**src/rtl/swet_pkg.sv**
```systemverilog
// ----------------------------------------------------------------------------
// swet_pkg
// Types and constants of the stack watch escalation table.
// ----------------------------------------------------------------------------
`default_nettype none

package swet_pkg;

  localparam int WATCH_ENTRIES_DEF = 8;
  localparam int APB_AW            = 3;
  localparam int APB_DW            = 32;

  localparam logic [15:0] THRESHOLD_RST = 16'd256;
  localparam logic [3:0]  LIMIT_RST     = 4'd5;
  localparam logic [3:0]  STREAK_MAX    = 4'd15;

  localparam logic REG_THRESHOLD = 1'b0;
  localparam logic REG_LIMIT     = 1'b1;

  localparam logic CMD_REPORT = 1'b0;
  localparam logic CMD_END    = 1'b1;

  typedef struct packed {
    logic        command;
    logic [15:0] task_id;
    logic [15:0] stack_free;
  } in_t;

  typedef struct packed {
    logic       low_stack;
    logic       alert;
    logic       restart_request;
    logic       table_full;
    logic [3:0] streak;
    logic [3:0] entries_in_use;
  } out_t;

  typedef struct packed {
    logic [15:0] threshold;
    logic [3:0]  limit;
  } cfg_t;

  typedef struct packed {
    logic [15:0] task_id;
    logic [3:0]  streak;
    logic        alerted;
    logic        seen;
  } entry_t;

endpackage

`default_nettype wire

```
**src/rtl/stack_watch_escalation_table.sv**
```systemverilog
// ----------------------------------------------------------------------------
// stack_watch_escalation_table
// Low-stack escalation tracker over a small watch table of task ids.
// ----------------------------------------------------------------------------
// Usage:
//   Request channel: drive req_i and raise start; the request is taken at a
//   clock edge where start is high and busy is low.
//   Result channel: result_o is shown for one cycle with result_valid_o high,
//   in the cycle after the request finishes; the receiver cannot stall it.
//   Sequence: a report at or above the threshold gives its result without
//   leaving idle. A low-stack report walks the tracked entries through the
//   memory read port, one entry a cycle, then updates the matched or a new
//   entry; a full table with no match answers from the search. End of cycle
//   walks the tracked entries the same way, keeping the seen ones in order.
//   No request is taken while busy is high; a new request can be taken in
//   the cycle its predecessor's result is shown. Configuration: the user
//   makes APB writes at 0x0 (critical threshold) and 0x4 (escalation limit)
//   with the block idle, unenforced by the block; pready is always high.
//   Reset: the table is empty (entry count zero), threshold 256, limit 5.
//   No clearing pass is run; the memory is never read past the entry count.
// ----------------------------------------------------------------------------
`default_nettype none

module stack_watch_escalation_table #(
  parameter int WATCH_ENTRIES = swet_pkg::WATCH_ENTRIES_DEF
) (
  input  wire logic                        clk_i,
  input  wire logic                        rst_ni,
  input  wire logic                        start,
  output logic                             busy,
  input  wire swet_pkg::in_t               req_i,
  output logic                             result_valid_o,
  output swet_pkg::out_t                   result_o,
  input  wire logic                        psel,
  input  wire logic                        penable,
  input  wire logic                        pwrite,
  input  wire logic [swet_pkg::APB_AW-1:0] paddr,
  input  wire logic [swet_pkg::APB_DW-1:0] pwdata,
  output logic      [swet_pkg::APB_DW-1:0] prdata,
  output logic                             pready
);

  localparam int IW = (WATCH_ENTRIES > 1) ? $clog2(WATCH_ENTRIES) : 1;
  localparam int CW = $clog2(WATCH_ENTRIES + 1);

  swet_pkg::cfg_t   cfg;
  logic             mem_we;
  logic [IW-1:0]    mem_waddr;
  swet_pkg::entry_t mem_wdata;
  logic             mem_re;
  logic [IW-1:0]    mem_raddr;
  swet_pkg::entry_t mem_rdata;

  swet_cfg u_cfg (
    .clk_i   (clk_i),
    .rst_ni  (rst_ni),
    .psel    (psel),
    .penable (penable),
    .pwrite  (pwrite),
    .paddr   (paddr),
    .pwdata  (pwdata),
    .prdata  (prdata),
    .pready  (pready),
    .cfg_o   (cfg)
  );

  swet_mem #(
    .DEPTH (WATCH_ENTRIES),
    .AW    (IW)
  ) u_mem (
    .clk_i   (clk_i),
    .we_i    (mem_we),
    .waddr_i (mem_waddr),
    .wdata_i (mem_wdata),
    .re_i    (mem_re),
    .raddr_i (mem_raddr),
    .rdata_o (mem_rdata)
  );

  swet_ctrl #(
    .WATCH_ENTRIES (WATCH_ENTRIES),
    .IW            (IW),
    .CW            (CW)
  ) u_ctrl (
    .clk_i          (clk_i),
    .rst_ni         (rst_ni),
    .start          (start),
    .busy           (busy),
    .req_i          (req_i),
    .cfg_i          (cfg),
    .result_valid_o (result_valid_o),
    .result_o       (result_o),
    .mem_we_o       (mem_we),
    .mem_waddr_o    (mem_waddr),
    .mem_wdata_o    (mem_wdata),
    .mem_re_o       (mem_re),
    .mem_raddr_o    (mem_raddr),
    .mem_rdata_i    (mem_rdata)
  );

endmodule

`default_nettype wire

```
**src/rtl/swet_mem.sv**
```systemverilog
// ----------------------------------------------------------------------------
// swet_mem
// Watch table storage, one write and one registered read port.
// ----------------------------------------------------------------------------
`default_nettype none

module swet_mem #(
  parameter int DEPTH = swet_pkg::WATCH_ENTRIES_DEF,
  parameter int AW    = 3
) (
  input  wire logic            clk_i,
  input  wire logic            we_i,
  input  wire logic [AW-1:0]   waddr_i,
  input  wire swet_pkg::entry_t wdata_i,
  input  wire logic            re_i,
  input  wire logic [AW-1:0]   raddr_i,
  output swet_pkg::entry_t     rdata_o
);

  swet_pkg::entry_t mem_q [DEPTH];
  swet_pkg::entry_t rdata_q;

  always_ff @(posedge clk_i) begin
    if (we_i) begin
      mem_q[waddr_i] <= wdata_i;
    end
  end

  always_ff @(posedge clk_i) begin
    if (re_i) begin
      rdata_q <= mem_q[raddr_i];
    end
  end

  assign rdata_o = rdata_q;

endmodule

`default_nettype wire

```
**src/rtl/swet_cfg.sv**
```systemverilog
// ----------------------------------------------------------------------------
// swet_cfg
// APB register file: critical threshold and escalation limit.
// ----------------------------------------------------------------------------
`default_nettype none

module swet_cfg (
  input  wire logic                        clk_i,
  input  wire logic                        rst_ni,
  input  wire logic                        psel,
  input  wire logic                        penable,
  input  wire logic                        pwrite,
  input  wire logic [swet_pkg::APB_AW-1:0] paddr,
  input  wire logic [swet_pkg::APB_DW-1:0] pwdata,
  output logic      [swet_pkg::APB_DW-1:0] prdata,
  output logic                             pready,
  output swet_pkg::cfg_t                   cfg_o
);

  logic [15:0] threshold_q;
  logic [3:0]  limit_q;
  logic        wr_en;

  assign pready = 1'b1;
  assign wr_en  = psel && penable && pwrite;

  always_ff @(posedge clk_i or negedge rst_ni) begin
    if (!rst_ni) begin
      threshold_q <= swet_pkg::THRESHOLD_RST;
      limit_q     <= swet_pkg::LIMIT_RST;
    end else if (wr_en) begin
      case (paddr[2])
        swet_pkg::REG_THRESHOLD: threshold_q <= pwdata[15:0];
        swet_pkg::REG_LIMIT:     limit_q     <= pwdata[3:0];
        default: ;
      endcase
    end
  end

  always_comb begin
    case (paddr[2])
      swet_pkg::REG_THRESHOLD: prdata = {16'd0, threshold_q};
      swet_pkg::REG_LIMIT:     prdata = {28'd0, limit_q};
      default:                 prdata = '0;
    endcase
  end

  assign cfg_o.threshold = threshold_q;
  assign cfg_o.limit     = limit_q;

endmodule

`default_nettype wire

```
**src/rtl/swet_ctrl.sv**
```systemverilog
// ----------------------------------------------------------------------------
// swet_ctrl
// Sequencer: table search, entry update and end-of-cycle compaction.
// ----------------------------------------------------------------------------
`default_nettype none

module swet_ctrl #(
  parameter int WATCH_ENTRIES = swet_pkg::WATCH_ENTRIES_DEF,
  parameter int IW            = 3,
  parameter int CW            = 4
) (
  input  wire logic          clk_i,
  input  wire logic          rst_ni,
  input  wire logic          start,
  output logic               busy,
  input  wire swet_pkg::in_t req_i,
  input  wire swet_pkg::cfg_t cfg_i,
  output logic               result_valid_o,
  output swet_pkg::out_t     result_o,
  output logic               mem_we_o,
  output logic [IW-1:0]      mem_waddr_o,
  output swet_pkg::entry_t   mem_wdata_o,
  output logic               mem_re_o,
  output logic [IW-1:0]      mem_raddr_o,
  input  wire swet_pkg::entry_t mem_rdata_i
);

  localparam logic [1:0] ST_IDLE = 2'd0;
  localparam logic [1:0] ST_SRCH = 2'd1;
  localparam logic [1:0] ST_UPD  = 2'd2;
  localparam logic [1:0] ST_CMPT = 2'd3;

  localparam logic [CW-1:0] FULL_CNT = CW'(WATCH_ENTRIES);

  logic [1:0]       state_q, state_d;
  logic [15:0]      id_q, id_d;
  logic [CW-1:0]    ptr_q, ptr_d;
  logic [CW-1:0]    count_q, count_d;
  logic [CW-1:0]    kept_q, kept_d;
  logic [IW-1:0]    chk_idx_q, chk_idx_d;
  logic             chk_vld_q, chk_vld_d;
  logic [IW-1:0]    idx_q, idx_d;
  swet_pkg::entry_t ent_q, ent_d;
  swet_pkg::out_t   res_q, res_d;
  logic             res_vld_q, res_vld_d;

  always_comb begin
    logic [3:0]    sat;
    logic [CW+3:0] cnt_ext;
    logic          match;

    state_d   = state_q;
    id_d      = id_q;
    ptr_d     = ptr_q;
    count_d   = count_q;
    kept_d    = kept_q;
    chk_idx_d = chk_idx_q;
    chk_vld_d = chk_vld_q;
    idx_d     = idx_q;
    ent_d     = ent_q;
    res_d     = res_q;
    res_vld_d = 1'b0;

    mem_we_o    = 1'b0;
    mem_waddr_o = idx_q;
    mem_wdata_o = ent_q;
    mem_re_o    = 1'b0;
    mem_raddr_o = ptr_q[IW-1:0];

    match = chk_vld_q && (mem_rdata_i.task_id == id_q);
    sat   = (ent_q.streak == swet_pkg::STREAK_MAX) ? ent_q.streak : ent_q.streak + 4'd1;

    case (state_q)
      ST_IDLE: begin
        if (start) begin
          ptr_d     = '0;
          chk_vld_d = 1'b0;
          kept_d    = '0;
          if (req_i.command == swet_pkg::CMD_END) begin
            state_d = ST_CMPT;
          end else if (req_i.stack_free < cfg_i.threshold) begin
            id_d    = req_i.task_id;
            state_d = ST_SRCH;
          end else begin
            res_d     = '0;
            res_vld_d = 1'b1;
          end
        end
      end
      ST_SRCH: begin
        if (match) begin
          idx_d     = chk_idx_q;
          ent_d     = mem_rdata_i;
          chk_vld_d = 1'b0;
          state_d   = ST_UPD;
        end else if (ptr_q < count_q) begin
          mem_re_o  = 1'b1;
          chk_idx_d = ptr_q[IW-1:0];
          chk_vld_d = 1'b1;
          ptr_d     = ptr_q + CW'(1);
        end else if (count_q >= FULL_CNT) begin
          res_d            = '0;
          res_d.low_stack  = 1'b1;
          res_d.table_full = 1'b1;
          res_vld_d        = 1'b1;
          chk_vld_d        = 1'b0;
          state_d          = ST_IDLE;
        end else begin
          idx_d         = count_q[IW-1:0];
          ent_d.task_id = id_q;
          ent_d.streak  = '0;
          ent_d.alerted = 1'b0;
          ent_d.seen    = 1'b0;
          count_d       = count_q + CW'(1);
          chk_vld_d     = 1'b0;
          state_d       = ST_UPD;
        end
      end
      ST_UPD: begin
        res_d                 = '0;
        res_d.low_stack       = 1'b1;
        res_d.alert           = !ent_q.alerted;
        res_d.restart_request = (sat >= cfg_i.limit);
        res_d.streak          = sat;
        res_vld_d             = 1'b1;
        if (sat >= cfg_i.limit) begin
          count_d = '0;
        end else begin
          mem_we_o            = 1'b1;
          mem_waddr_o         = idx_q;
          mem_wdata_o.task_id = ent_q.task_id;
          mem_wdata_o.streak  = sat;
          mem_wdata_o.alerted = 1'b1;
          mem_wdata_o.seen    = 1'b1;
        end
        state_d = ST_IDLE;
      end
      ST_CMPT: begin
        if (chk_vld_q && mem_rdata_i.seen) begin
          mem_we_o         = 1'b1;
          mem_waddr_o      = kept_q[IW-1:0];
          mem_wdata_o      = mem_rdata_i;
          mem_wdata_o.seen = 1'b0;
          kept_d           = kept_q + CW'(1);
        end
        if (ptr_q < count_q) begin
          mem_re_o  = 1'b1;
          chk_vld_d = 1'b1;
          ptr_d     = ptr_q + CW'(1);
        end else begin
          count_d   = kept_d;
          chk_vld_d = 1'b0;
          res_d     = '0;
          res_vld_d = 1'b1;
          state_d   = ST_IDLE;
        end
      end
      default: begin
        state_d = ST_IDLE;
      end
    endcase

    cnt_ext = {4'd0, count_d};
    if (res_vld_d) begin
      res_d.entries_in_use = cnt_ext[3:0];
    end
  end

  always_ff @(posedge clk_i or negedge rst_ni) begin
    if (!rst_ni) begin
      state_q   <= ST_IDLE;
      count_q   <= '0;
      chk_vld_q <= 1'b0;
      res_vld_q <= 1'b0;
    end else begin
      state_q   <= state_d;
      count_q   <= count_d;
      chk_vld_q <= chk_vld_d;
      res_vld_q <= res_vld_d;
    end
  end

  always_ff @(posedge clk_i) begin
    id_q      <= id_d;
    ptr_q     <= ptr_d;
    kept_q    <= kept_d;
    chk_idx_q <= chk_idx_d;
    idx_q     <= idx_d;
    ent_q     <= ent_d;
    res_q     <= res_d;
  end

  assign busy           = (state_q != ST_IDLE);
  assign result_valid_o = res_vld_q;
  assign result_o       = res_q;

endmodule

`default_nettype wire

```
**config.mk**
```make
export PLATFORM = sky130hd
export DESIGN_NAME = stack_watch_escalation_table
export DESIGN_NICKNAME = d
export VERILOG_FILES = /design/src/rtl/swet_pkg.sv /design/src/rtl/stack_watch_escalation_table.sv /design/src/rtl/swet_mem.sv /design/src/rtl/swet_cfg.sv /design/src/rtl/swet_ctrl.sv
export SDC_FILE = /design/constraint.sdc
export NUM_CORES = 1
export LEC_CHECK = 0
export BUFFER_PORTS_ARGS = -buffer_cell sky130_fd_sc_hd__buf_2
export CAP_MARGIN = 5
export CORE_UTILIZATION = 53
export CTS_CLUSTER_DIAMETER = 40
export DETAILED_ROUTE_END_ITERATION = 7
export PLACE_DENSITY = 0.71
export SLEW_MARGIN = 0
export SYNTH_ARGS = -nofsm -noshare
export SYNTH_HDL_FRONTEND = slang
export SYNTH_SLANG_ARGS = --single-unit
```
**constraint.sdc**
```tcl
create_clock -name clk_i -period 3.8 [get_ports clk_i]
set_input_delay 0 -clock clk_i [delete_from_list [all_inputs] [get_ports clk_i]]
set_output_delay 0 -clock clk_i [all_outputs]
set_load 0.05 [all_outputs]
```
# Word level (Yosys, flattened, before mapping)
# Memory sizes are Yosys's and may differ from the RTL's. A register that Yosys moved wholly into a read port is not among the register bits.
# Index checks and enable logic that the tools add are counted.
word_totals:
  output_inout_bits: 47
  inputBits: 74
  regBits: 92
  ramBits: 176
  n_memories: 1
mem_list:
  columns: ["memory", "words", "word_bits", "rd", "rd_ports_with_merged_regs", "write_ports", "line", "text"]
  rows:
  - ["u_mem.mem_q", 8, 22, 1, 1, 1, "swet_mem.sv:20", "swet_pkg::entry_t mem_q [DEPTH];"]
op_classes:
  n_bitwise: 3
  n_reduce_logical: 20
  mux: 60
  n_lt_le_gt_ge: 4
  n_eq_ne: 23
  n_addsub: 4
ops:
  columns: ["operator", "n"]
  rows:
  - ["two-way mux 22 bit", 4]
  - ["two-way mux 12 bit", 7]
  - ["case mux 32 bit (2 select lines)", 1]
  - ["case mux 12 bit (4 select lines)", 1]
  - ["two-way mux 4 bit", 11]
  - ["case mux 22 bit (2 select lines)", 1]
  - ["inequality test 3 x 2 -> 1 bit (second input constant)", 8]
  - ["case mux 4 bit (3 select lines)", 2]
  - ["adder 4 x 1 -> 4 bit (second input constant)", 4]
  - ["== test 16 bit", 1]
  - ["less-than comparator 16 bit", 1]
  - ["two-way mux 3 bit", 5]
  - ["two-way mux 1 bit", 14]
  - ["two-way mux 2 bit", 7]
  - ["AND reduction 7 bit", 2]
  - ["inequality test 2 bit (second input constant)", 6]
  - ["AND reduction 3 bit", 3]
  - ["case mux 2 bit (4 select lines)", 1]
  - ["case mux 4 bit (2 select lines)", 1]
  - ["AND reduction 2 bit", 4]
  - ["AND reduction 4 bit", 2]
  - ["two-way mux 6 bit", 1]
  - ["inequality test 2 x 1 -> 1 bit (second input constant)", 3]
  - ["== test 2 bit (second input constant)", 2]
  - ["other kinds (15)", 22]

# Longest topological paths before layout
logic_depth:
  word_depth: 7
  depth_mapped: 11

# Cells and area by module
# A second synthesis with hierarchy kept.
hier_totals:
  hier_cells: 762
  hier_area_um2: 12757.2
modules_own_cells:
  columns: ["mod", "cells_each", "area_each_um2", "n_inst"]
  rows:
  - ["swet_mem", 289, 7470.9, 1]
  - ["swet_ctrl", 393, 4207.8, 1]
  - ["swet_cfg", 80, 1078.5, 1]

# Least setup slack after synthesis
# OpenSTA, ideal clock, no wires.
synth_path:
  path_type: "flip-flop to flip-flop"
  startpoint: "register u_ctrl.count_q[3]"
  endpoint: "register u_ctrl.ent_q[0] (netlist bit), enable pin"
  path_slack_ps: 58
  setup_time_ps: 445
  arrival_time_ps: 3297
  n_path_buf: 0
  path_stages_with_launch: 7
  required_time_ps: 3355
  path_cell_list: "dfrtp_1 > inv_1 > ha_1 > o211ai_1 > o21ai_1 > nand2_1 > a21boi_0"
synth_via:
  elab_chain_cells: 3
synth_rtl:
  columns: ["item", "line", "text"]
  rows:
  - ["from (decl)", "swet_ctrl.sv:38", "logic [CW-1:0] count_q, count_d;"]
  - ["from (signal assigned)", "swet_ctrl.sv:177", "count_q <= count_d;"]
  - ["less-than comparator 4 bit or greater-or-equal comparator 4 bit (tied branches)", "swet_ctrl.sv:96, swet_ctrl.sv:101", null]
  - ["inequality test 2 x 1 -> 1 bit (no line)", null, null]
  - ["AND reduction 3 bit (no line) (*)", null, null]
  - ["to (signal assigned)", "swet_ctrl.sv:189", "ent_q <= ent_d;"]
  - ["to (decl)", "swet_ctrl.sv:43", "swet_pkg::entry_t ent_q, ent_d;"]
# Every way passes the cells marked *; elsewhere a longest branch is shown, timed or not.
# A chain may end at the register's enable or synchronous reset.

# Worst setup path after layout
layout_path:
  startpoint: "register u_ctrl.ent_q[2] (netlist bit)"
  endpoint: "memory u_mem.mem_q[1][3] (netlist bit), enable pin"
layout_via:
  elab_chain_cells: 7
layout_rtl:
  columns: ["item", "line", "text"]
  rows:
  - ["adder 4 x 1 -> 4 bit or == test 4 bit (tied branches)", "swet_ctrl.sv:71", "sat = (ent_q.streak == swet_pkg::STREAK_MAX) ? ent_q.streak : ent_q.streak + 4'd1;"]
  - ["two-way mux 4 bit (*)", "swet_ctrl.sv:71", null]
  - ["greater-or-equal comparator 4 bit (*)", "swet_ctrl.sv:126", "if (sat >= cfg_i.limit) begin"]
  - ["two-way mux 1 bit (*)", "swet_ctrl.sv:126", null]
  - ["case mux 1 bit (2 select lines) (*)", "swet_ctrl.sv:73", "case (state_q)"]
  - ["two-way mux 1 bit (*)", "swet_mem.sv:24", "if (we_i) begin"]
  - ["two-way mux 1 bit (not written as such) (*)", "swet_mem.sv:25", "mem_q[waddr_i] <= wdata_i;"]
  - ["to (decl)", "swet_mem.sv:20", null]
# Marks and branches as above.

==> impl_metrics.py <==
metrics = {
    "logic_synthesis": {
        "ys_ff_latch": 290,
        "netlist_top_cells_area": "edfxtp_1, mux4_2, dfrtp_1",
        "synth-async-reset-ratio_pct": 9.66,
        "syn_avg_cell_area_sq_um": 16.3,
        "synth_edf_count": 262,
        "netlist_instances": 769,
        "seq_area_frac_synth_pct": 68.4,
        "ys.flop_type": "edfxtp_1",
        "synth_warnings": 0,
        "synth_top_area_cell": "edfxtp_1",
        "syn_area_sq_um": 12500,
        "synth.top_cell.area_share_pct": 62.7,
        "ys_types": 62,
    },
    "cts": {
        "cts_tree": "built",
        "post_cts_buffers": 0,
        "cts-root-buf": "clkbuf_16",
        "cts_hold_buffers": 34,
        "path_clk_slew_ns": 0.05,
        "clkSinkCount": 290,
        "ctsResizeCount": 0,
        "cts_buffer_depth": 3,
        "clock_latency_ns": 0.53,
        "cts-buffers-inserted": 40,
        "htree_num_levels": 2,
    },
    "layout": {
        "n_fill_cell": 1596,
        "drive_gt1_share_pct": 29.9,
        "fin_cells": 1247,
        "area_growth_pct": 19.8,
        "num_antenna_cells": 0,
        "layout.nets": 1011,
        "final_util_pct": 65.6,
    },
    "sta": {
        "period_share_pct": 88.5,
        "rsz0062_at_grt": "no",
        "drv_slew": 0,
        "min_period_ns": 3.36,
        "worstMarginPinSlew_ns": 0.981,
        "fin_ws_ns": 0.436,
        "finalHoldViolCount": 0,
        "setup_viol": 0,
        "fin_skew_ns": 0.0236,
        "slew-limit-headroom_pct": 34.6,
        "fin_setup_tns_ns": 0,
        "fmax_ghz": 0.297,
    },
    "die": {
        "start_util_pct": 54.7,
        "die_h_microns": 156,
        "coreArea_sq_um": 22900,
        "fp.dieW_microns": 156,
        "num_rows": 55,
        "ios": 121,
        "fp.dieArea_sq_um": 24300,
    },
    "hold_path": {
        "hold_path_class": "input pin to register",
    },
    "critical_path": {
        "critPathMostFrequentCell": "ha_1",
        "crit_arrival_ns": 3.57,
        "critPathMaxFanout": 22,
        "critPathSlowestCell": "edfxtp_1",
        "crit_type": "register to register",
        "crit_chain": "ha_1, nand3_1, mux2i_1, inv_1, ha_1, nor3b_1, o21bai_1, a211oi_2, and3_1, a21oi_1, nor2_2, buf_12",
        "critical_path.endpoint_type": "register",
        "startpoint_type": "register",
        "cp_data_required_time_ns": 4.01,
        "cpPeakStageDelay_ns": 0.47,
    },
    "routing": {
        "vias_per_cell": 5.71,
        "drt_iter0_drc": 473,
        "vias": 7116,
        "wl_per_cell_microns": 20.7,
        "routed_wl_microns": 25800,
        "drc": 0,
        "final_antenna_net_count": 0,
        "drt_first_pass_iters": 7,
    },
    "job": {
        "maxCapViolCount": 0,
    },
    "grt": {
        "overflow": 0,
        "antenna_found_initial": 0,
        "grt_max_degree": 49,
        "track_usage_pct": 22.4,
        "grt_pass1_vias": 7544,
        "grt_pass1_wl_microns": 40600,
    },
    "pwr": {
        "report.power.total_w": 0.0120,
        "p_leak_nw": 5.45,
        "worst_ir_drop_vdd_mv": 0.503,
        "power_density_nw_per_um2": 802,
    },
    "outcome": {
        "status": "finished, final reports clean",
    },
    "placed_design": {
        "gp_congestion": 0.869,
        "dp_hpwl_microns": 15000,
        "io_buffers": 85,
        "pre_cts_slack_ns": 0.498,
        "dp.cells": 1142,
    },
}
[sequential cells by signal, indices dropped and copies added, names as in the netlist, 3 cells and up]
name               cells
u_mem.mem_q          176
u_ctrl.ent_q          22
u_mem.rdata_o         22
u_cfg.threshold_q     16
u_ctrl.id_q           16
u_ctrl.result_o       12
u_cfg.limit_q          4
u_ctrl.count_q         4
u_ctrl.kept_q          4
u_ctrl.ptr_q           4
u_ctrl.chk_idx_q       3
u_ctrl.idx_q           3
[metal layers]
metal	vias up	share of wire (%)	track usage, %	routed length, microns
met4	0	2.2	7.28	573
met1	3607	42	29.0	10800
met5	-	0	0	0
met3	56	5.3	3.72	1360
met2	245	51	38.5	13000
li1	3208	-	-	-
[kinds of logic (layout without fill, tap and decap cells)]
group,after synthesis,count (layout),share of synthesized area [%]
compound gates,99,99,5.72
xor+xnor,23,23,1.61
fa+ha+maj,32,32,3.19
buf+inv,93,243,3.36
flops,290,290,68.4
mux,92,92,12.2
other cells,2,17,0.0599
simple gates,138,138,5.50
[cell usage after synthesis, drive strengths merged (6+ instances only)]
cell type    n
nand4        6
mux4        44
nand2       34
a21oi       20
xor2        13
dfrtp       25
a211oi       6
xnor2       10
inv         35
a31oi        6
clkbuf      32
mux2        47
edfxtp     262
a22o        16
buf         26
and2         6
nor2        53
o21ai       19
nand3       12
ha          32
[cell usage in the layout (no fill, tap or decap), types with 3 or more instances in the layout]
cell,count
bufinv_16,3
conb_1,17
a211oi_1,5
nand2_1,34
mux2_2,45
a21oi_1,20
clkinvlp_4,6
nor4_1,3
a22o_1,16
o21ai_0,18
ha_1,32
nor3_1,4
nor2_2,9
and2_1,6
o21a_1,4
nand2b_1,3
mux4_2,44
nor2_1,44
dfstp_2,3
and3_1,3
inv_6,8
xor2_1,13
clkbuf_16,40
xnor2_1,10
inv_1,35
dfrtp_1,25
a31oi_1,6
nand4_1,6
clkinv_1,5
dlygate4sd3_1,34
nor3b_1,5
buf_2,85
nand3_1,12
buf_4,10
buf_12,8
edfxtp_1,262
[report_power, final]
part | internal [W] | total [W] | switching [W]
registers | 0.00453 | 0.00482 | 0.000296
clock network | 0.00217 | 0.00358 | 0.00141
logic | 0.00133 | 0.00364 | 0.00231
total | 0.00803 | 0.0120 | 0.00401
[stage by stage]
step | instance area [sq um] | hold slack (ns)
after global placement | 13400 | 0.0612
after global routing | 15000 | 0.0316
final | 15000 | 0.0177
after CTS | 15000 | 0.00980
after detailed placement | 13400 | 0.0834
after floorplan | 12600 | -0.296
[final cells by class]
cell class	instances	area [sq um]	share of cell area, %
Sequential cell	290	8570	57.0
Multi-Input combinational cell	401	3630	24.2
Clock buffer	42	1010	6.71
Timing Repair Buffer	137	1000	6.66
Tap cell	313	392	2.61
Clock inverter	29	290	1.93
Inverter	35	131	0.874
[path summary, 6_finish.rpt]
path / startpoint / to / slack [ns] / depth (start not counted)
min in group asynchronous: rst_ni / u_cfg.threshold_q[6] / 0.09 / 2
min: pwrite / u_cfg.limit_q[1] / 0.02 / 3
max: u_ctrl.ent_q[2] / u_mem.mem_q[1][3] / 0.44 / 12
max in group asynchronous: rst_ni / u_cfg.threshold_q[1] / 3.27 / 2
max reg2reg: u_ctrl.ent_q[2] / u_mem.mem_q[1][3] / 0.44 / 12
min reg2reg: u_ctrl.id_q[12] / u_ctrl.ent_q[18] / 0.48 / 0
[critical path, delay by kind of cell (launching register included)]
kind	cells	cell delay, ns
buf+inv	2	0.31
mux	1	0.32
compound gates	3	0.66
flops	1	0.47
simple gates	4	0.82
fa+ha+maj	2	0.48
No activity file was read; power rests on OpenSTA's default activity.
